### config.mk
export PLATFORM = sky130hd
export DESIGN_NAME = fsst_cell
export DESIGN_NICKNAME = d
export VERILOG_FILES = /design/src/hdl/fsst_pkg.sv /design/src/hdl/fsst_cell.sv
export SDC_FILE = /design/constraint.sdc
export NUM_CORES = 1
export LEC_CHECK = 0
export ABC_AREA = 1
export ABC_CLOCK_PERIOD_IN_PS = 50300
export BUFFER_PORTS_ARGS = -buffer_cell sky130_fd_sc_hd__buf_2
export CORE_AREA = 4 4 405 407
export DETAILED_ROUTE_END_ITERATION = 10
export DIE_AREA = 0 0 409 411
export GPL_ROUTABILITY_DRIVEN = 1
export PLACE_DENSITY = 0.41
export SYNTH_ARGS = -nofsm -noshare
export SYNTH_HDL_FRONTEND = slang
export SYNTH_SLANG_ARGS = --single-unit
export TNS_END_PERCENT = 10
### constraint.sdc
create_clock -name clk -period 50.3 [get_ports clk]
set_input_delay 2.515 -clock clk [delete_from_list [all_inputs] [get_ports clk]]
set_output_delay 2.515 -clock clk [all_outputs]
set_load 0.005 [all_outputs]
### src/hdl/fsst_pkg.sv
// Shared types and constants for the flow shop start time pipeline.
`timescale 1ns / 1ps
`default_nettype none

package fsst_pkg;

	localparam int MACHINES = 8;
	localparam int IDX_W    = $clog2(MACHINES);
	localparam int CNT_W    = 4;
	localparam int PROC_W   = 16;
	localparam int TIME_W   = 24;
	localparam int MASK_W   = MACHINES * MACHINES;
	localparam int CFG_W    = 64;

	// Configuration register indexes
	typedef enum logic {
		REG_PRED_MASK     = 1'b0,
		REG_MACHINES_USED = 1'b1
	} reg_idx_t;

	// Job record carried from cell to cell
	typedef struct packed {
		logic                             first;
		logic                             sat;
		logic [MACHINES-1:0][PROC_W-1:0] proc;
		logic [MACHINES-1:0][TIME_W-1:0] start;
		logic [MACHINES-1:0][TIME_W-1:0] finish;
	} job_t;

	// Per-cell control from the top level
	typedef struct packed {
		logic                advance;
		logic                active;
		logic [IDX_W-1:0]    idx;
		logic [MACHINES-1:0] pred;
	} cell_ctl_t;

endpackage

`default_nettype wire

### src/hdl/fsst_cell.sv
// One machine cell: earliest start, finish and previous-job finish for one machine.
`timescale 1ns / 1ps
`default_nettype none

module fsst_cell
	import fsst_pkg::*;
(
	input  logic      clk,
	input  logic      arst_n,
	input  cell_ctl_t ctl,
	input  logic      in_valid,
	input  job_t      in_job,
	output logic      out_valid,
	output job_t      out_job
);

	logic [TIME_W-1:0] prev_finish_q;
	logic [TIME_W-1:0] es;
	logic [TIME_W:0]   sum;
	job_t              nxt_job;
	logic              out_valid_s1;
	job_t              out_job_s1;

	// Max over predecessor finishes and own previous finish (zero on a first job), then add; inactive cells write zero
	always_comb begin
		es = in_job.first ? '0 : prev_finish_q;
		for (int i = 0; i < MACHINES; i++) begin
			if (ctl.pred[i] && (in_job.finish[i] > es)) begin
				es = in_job.finish[i];
			end
		end
		sum = {1'b0, es} + {{(TIME_W + 1 - PROC_W){1'b0}}, in_job.proc[ctl.idx]};
		nxt_job = in_job;
		if (ctl.active) begin
			nxt_job.start[ctl.idx]  = es;
			nxt_job.finish[ctl.idx] = sum[TIME_W] ? {TIME_W{1'b1}} : sum[TIME_W-1:0];
			nxt_job.sat             = in_job.sat | sum[TIME_W];
		end else begin
			nxt_job.start[ctl.idx]  = '0;
			nxt_job.finish[ctl.idx] = '0;
		end
	end

	// Keep this machine's finish for the next job
	always_ff @(posedge clk or negedge arst_n) begin
		if (!arst_n) begin
			prev_finish_q <= '0;
		end else if (ctl.advance && in_valid) begin
			prev_finish_q <= nxt_job.finish[ctl.idx];
		end
	end

	// Stage register toward the next cell
	always_ff @(posedge clk or negedge arst_n) begin
		if (!arst_n) begin
			out_valid_s1 <= 1'b0;
		end else if (ctl.advance) begin
			out_valid_s1 <= in_valid;
		end
	end

	always_ff @(posedge clk) begin
		if (ctl.advance) begin
			out_job_s1 <= nxt_job;
		end
	end

	assign out_valid = out_valid_s1;
	assign out_job   = out_job_s1;

endmodule

`default_nettype wire

# ---- After elaboration in Yosys (flattened, before gate mapping)
# Index checks and enable logic that the tools add are counted.
dict set report word_totals {
  inputBits 530
  regBits 539
  elab_cells 73
  out_inout_bits 515
}
dict set report classes {
  n_lt_le_gt_ge 10
  n_reduce_logical 10
  n_mux 20
  add_sub_neg 1
  bitwise 4
}
# op count
set ops {}
lappend ops {{192-bit bitwise AND} 2}
lappend ops {{192-bit bitwise mux} 2}
lappend ops {{384-bit 2-to-1 mux} 1}
lappend ops {{24-bit 2-to-1 mux} 12}
lappend ops {{24-bit > comparator} 8}
lappend ops {{192-bit inverter} 1}
lappend ops {{24-bit binary-select mux with 3-bit select} 1}
lappend ops {{24-bit demux with 3-bit select} 1}
lappend ops {{16-bit binary-select mux with 3-bit select} 1}
lappend ops {{24-bit by 16-bit adder with 25-bit output} 1}
lappend ops {{16-bit 2-to-1 mux} 1}
lappend ops {{1-bit logical AND} 10}
lappend ops {{3-bit by 4-bit < comparator with 1-bit output, second input constant} 1}
lappend ops {{3-bit by 1-bit >= comparator with 1-bit output, second input constant} 1}
lappend ops {{1-bit 2-to-1 mux} 1}
lappend ops {{1-bit OR} 1}

# ---- Longest topological paths before layout
dict set report logic_depth {
  ltp_word 31
  ltp_mapped 148
  mapped_depth_nobuf 131
}

# ---- Worst setup path before layout
# Ideal clock, no wire load.
dict set report synth_path {
  path_type {input port to flip-flop}
  startpoint {input in_job[513] (netlist bit)}
  endpoint {register out_job_s1 (netlist bit out_job[114]) (data pin)}
  path_buffers 27
  arrival_ps 19493
  slack_ps 30551
  stages 128
  required_time_ps 50044
  cell_sequence {inv_1 -> clkbuf_1 -> buf_1 -> nand2_1 -> ha_1 -> a21o_1 -> nor2_1 -> nand2_1 -> nand2_1 -> nand3_2 -> nand2_2 -> buf_6 -> clkbuf_1 -> clkbuf_1 -> nand2_1 -> o21ai_0 -> ha_1 -> nand2_1 -> [92 not listed] -> clkbuf_1 -> o21ai_1 -> inv_1 -> ha_1 -> inv_1 -> fa_1 -> o21ai_0 -> a21oi_1 -> o21bai_1 -> nand2_1 -> nand2_1 -> nand2_1 -> nand3_4 -> nand2_1 -> nand2_1 -> nand3_1 -> buf_4 -> a22o_1}
}
# element line
set synth_lines {}
lappend synth_lines {{start: declaration} fsst_cell.sv:12} ;# input job_t in_job,
lappend synth_lines {{end signal: assignment} fsst_cell.sv:64} ;# out_job_s1 <= nxt_job;
lappend synth_lines {{end: declaration} fsst_cell.sv:22} ;# job_t out_job_s1;

# ---- Final worst setup path
dict set report layout_path {
  startpoint {input in_job[513] (netlist bit)}
  endpoint {register prev_finish_q[23]}
}
dict set report layout_between {
  elab_chain_len 31
}
# element line
set layout_rtl {}
lappend layout_rtl {{24-bit 2-to-1 mux *} fsst_cell.sv:26} ;# es = in_job.first ? '0 : prev_finish_q;
lappend layout_rtl {{24-bit > comparator} fsst_cell.sv:28} ;# if (ctl.pred[i] && (in_job.finish[i] > es)) begin
lappend layout_rtl {{1-bit logical AND} fsst_cell.sv:28}
lappend layout_rtl {{24-bit 2-to-1 mux *} fsst_cell.sv:28}
lappend layout_rtl {{24-bit > comparator} fsst_cell.sv:28}
lappend layout_rtl {{1-bit logical AND} fsst_cell.sv:28}
lappend layout_rtl {{24-bit 2-to-1 mux *} fsst_cell.sv:28}
lappend layout_rtl {{24-bit > comparator} fsst_cell.sv:28}
lappend layout_rtl {{[15 not listed]} -}
lappend layout_rtl {{1-bit logical AND} fsst_cell.sv:28}
lappend layout_rtl {{24-bit 2-to-1 mux *} fsst_cell.sv:28}
lappend layout_rtl {{24-bit by 16-bit adder with 25-bit output *} fsst_cell.sv:32} ;# sum = {1'b0, es} + {{(TIME_W + 1 - PROC_W){1'b0}}, in_job.proc[ctl.idx]};
lappend layout_rtl {{24-bit 2-to-1 mux *} fsst_cell.sv:36} ;# nxt_job.finish[ctl.idx] = sum[TIME_W] ? {TIME_W{1'b1}} : sum[TIME_W-1:0];
lappend layout_rtl {{192-bit bitwise mux *} fsst_cell.sv:36}
lappend layout_rtl {{384-bit 2-to-1 mux *} fsst_cell.sv:34} ;# if (ctl.active) begin
lappend layout_rtl {{24-bit binary-select mux with 3-bit select *} fsst_cell.sv:49} ;# prev_finish_q <= nxt_job.finish[ctl.idx];
lappend layout_rtl {{24-bit 2-to-1 mux (not written as such) *} fsst_cell.sv:49}
lappend layout_rtl {{end signal: assignment} fsst_cell.sv:49}
lappend layout_rtl {{end: declaration} fsst_cell.sv:17} ;# logic [TIME_W-1:0] prev_finish_q;
# Every way passes the cells marked *; elsewhere a longest branch is shown, timed or not. The select of a mux whose other input is x is not followed.
# A chain may end at the register's enable or synchronous reset.

==> qor.yml <==
core-area_sq_um: 160000
cp-start-kind: "input port"
yosysUniqueCellTypes: 51
min_from: "prev_finish_q[0]"
dr_total_vias: 29600
dr.pass1.iters: 8
path_common_cell: "nand2_1"
max_stage_delay_ns: 0.94
yosysSeqAreaShare: 0.538
design.die.area_sq_um: 168000
die_y_um: 411
num_io_pins: 1045
grt_pass1_wl_um: 260000
internal_power_mw: 1.28
cts_resized: 0
worstPathRequired_ns: 50.94
period_needed_ns: 24.20
path_max_fanout: 47
end_kind: "flop"
synth-seq-cells: 539
hpwlAfterDp_um: 160000
regToRegStartpoint: "prev_finish_q[3]"
htreeDepth: 3
skew_ns: 0.0583
synthFlopType: "edfxtp_1"
root_buffer: "clkbuf_16"
r2r_slack_ns: 28.23
hold_ws_ns: 0.491
r2r_end: "prev_finish_q[23]"
critical_path_class: "in2reg"
cp_data_arrival_time_ns: 24.84
portBuffers: 1044
slew_headroom: 0.161
cts_buffers: 72
cap_violations: 0
die_x_um: 409
most-common-layout-cells: "buf_2, nand2_1, edfxtp_1, o21ai_0, ha_1"
cts_sinks: 539
final_common_cell: "buf_2"
met2_length_um: 100000
endpoint: "prev_finish_q[23]"
finalNonFillerCells: 6406
nFillCells: 17700
grt_overflow: 0
syn_area_per_cell_sq_um: 9.46
post_cts_buffers: 0
place.gp.congestion: 0.904
synth_edf_count: 514
worst_slew_pin_slew_ns: 1.25
combPwrFrac: 0.651
fmax_mhz: 41.3
row_count: 147
rr_worst_depth: 97
fin_area_sq_um: 39900
p_per_area_nw_per_um2: 79.2
cpMaxStageDelayCell: "o21ai_1"
grt_usage: 0.228
m1WireLength_um: 78600
clk_path_buf_depth: 3
startpoint: "in_job[513]"
p_switching_mw: 1.89
wl_met3_um: 16400
first_iter_violations: 2777
placed_area_sq_um: 37500
syn_to_final_growth_pct: 33.8
hold-path-cell-count: 2
setup_viol: 0
finalWirelength_um: 201000
fin_util: 0.249
drc: 0
synthArstFlopShare: 0.0464
cts_tree: "done"
yosys_warnings: 0
rsz0062_at_grt: "false"
worstSkewPairLatency_ns: 0.70
dp_cells: 6244
grt_max_degree: 68
final-hold-violation-count: 0
layout.nets: 4879
final-max-slew-violation-count: 0
avgViaCountPerCell: 4.62
swShare: 0.596
top_layer: "met5"
drive_gt1_frac: 0.324
synth_area_sq_um: 29900
ant_nets: 0
wl_per_cell_um: 31.5
start_util: 0.186
cellLeakagePower_nw: 18.1
synth_cells: 3155
cts_hold_buffers: 0
p_seq_frac: 0.186
hold_class: "reg2reg"
cts.clk_slew.worst_paths_ns: 0.07
synth_fp_nets: 3876
fin_crit_sh: 0.481
tns_ns: 0
outcome: "complete, no violations"
grt_pass1_vias: 28600
antenna_found_initial: 95
vdd_ir_drop_max_uv: 125
clkPwrFrac: 0.164
synth_stat cells, types with 43 or more instances:
library cell | count | area share
edfxtp_1 | 514 | 0.52
nor2_1 | 90 | 0.011
inv_2 | 43 | 0.0054
o22ai_1 | 66 | 0.014
nand2_1 | 835 | 0.10
nand3_1 | 95 | 0.016
nand4_1 | 46 | 0.0096
o21ai_1 | 148 | 0.025
ha_1 | 190 | 0.080
clkbuf_1 | 137 | 0.017
inv_1 | 198 | 0.025
a21oi_1 | 79 | 0.013
o21ai_0 | 406 | 0.068
area by class of cell:
cell class / instances / area, sq um / area share
diodes: 32 / 80.1 / 0.00201
well taps: 2160 / 2700 / 0.0677
multi-input cells: 2211 / 12300 / 0.307
repair buffers: 1089 / 5570 / 0.140
inverters: 245 / 927 / 0.0232
clock buffers: 88 / 1920 / 0.0482
flip-flops and latches: 539 / 16100 / 0.402
clock inverters: 42 / 390 / 0.00977
per-stage QoR:
stage / worst slack (ns) / power (mW)
floorplan: 30.55 / 1.55
global placement: 25.79 / 2.64
detailed placement: 25.48 / 2.65
CTS: 26.23 / 3.18
global route: 23.46 / 3.34
finish: 26.10 / 3.16
per-layer routing:
layer | global-route usage | up-vias
li1 | - | 13200
met1 | 0.269 | 14700
met2 | 0.399 | 1365
met3 | 0.0638 | 285
met4 | 0.0737 | 48
met5 | 0 | -
worst min path at each step:
stage	to	slack, ns
after floorplan	prev_finish_q[0]	0.45
after global placement	prev_finish_q[0]	0.48
after detailed placement	prev_finish_q[0]	0.48
after CTS	prev_finish_q[0]	0.49
after global routing	prev_finish_q[0]	0.52
final	prev_finish_q[0]	0.49
logic make-up (layout without fill, tap and decap cells):
group           after synthesis  in the layout  share of synthesized area
simple gates               1192           1192                      0.172
buf+inv                     405           1464                     0.0541
fa+ha+maj                   191            191                     0.0803
flops                       539            539                      0.538
compound gates              819            819                      0.153
xor+xnor                      9              9                    0.00264
other cells                   0             32                          0
flip-flops by register name (all words and copies together) (netlist names):
register,count
prev_finish_q,24
out_valid,1
out_job,514
power groups by stage:
stage | Combinational, mW | Sequential [mW] | Clock (mW)
6_report | 2.06 | 0.588 | 0.518
5_1_grt | 2.20 | 0.591 | 0.550
4_1_cts | 2.06 | 0.587 | 0.534
3_5_place_dp | 2.06 | 0.595 | 0
3_3_place_gp | 2.05 | 0.596 | 0
2_1_floorplan | 0.958 | 0.590 | 0
worst max-delay path, delay by kind of cell:
kind / cells / cell delay, ns
compound gates: 19 / 6.18
fa+ha+maj: 9 / 3.23
buf+inv: 12 / 1.31
simple gates: 59 / 11.52
Power figures use the tool's default switching activity.
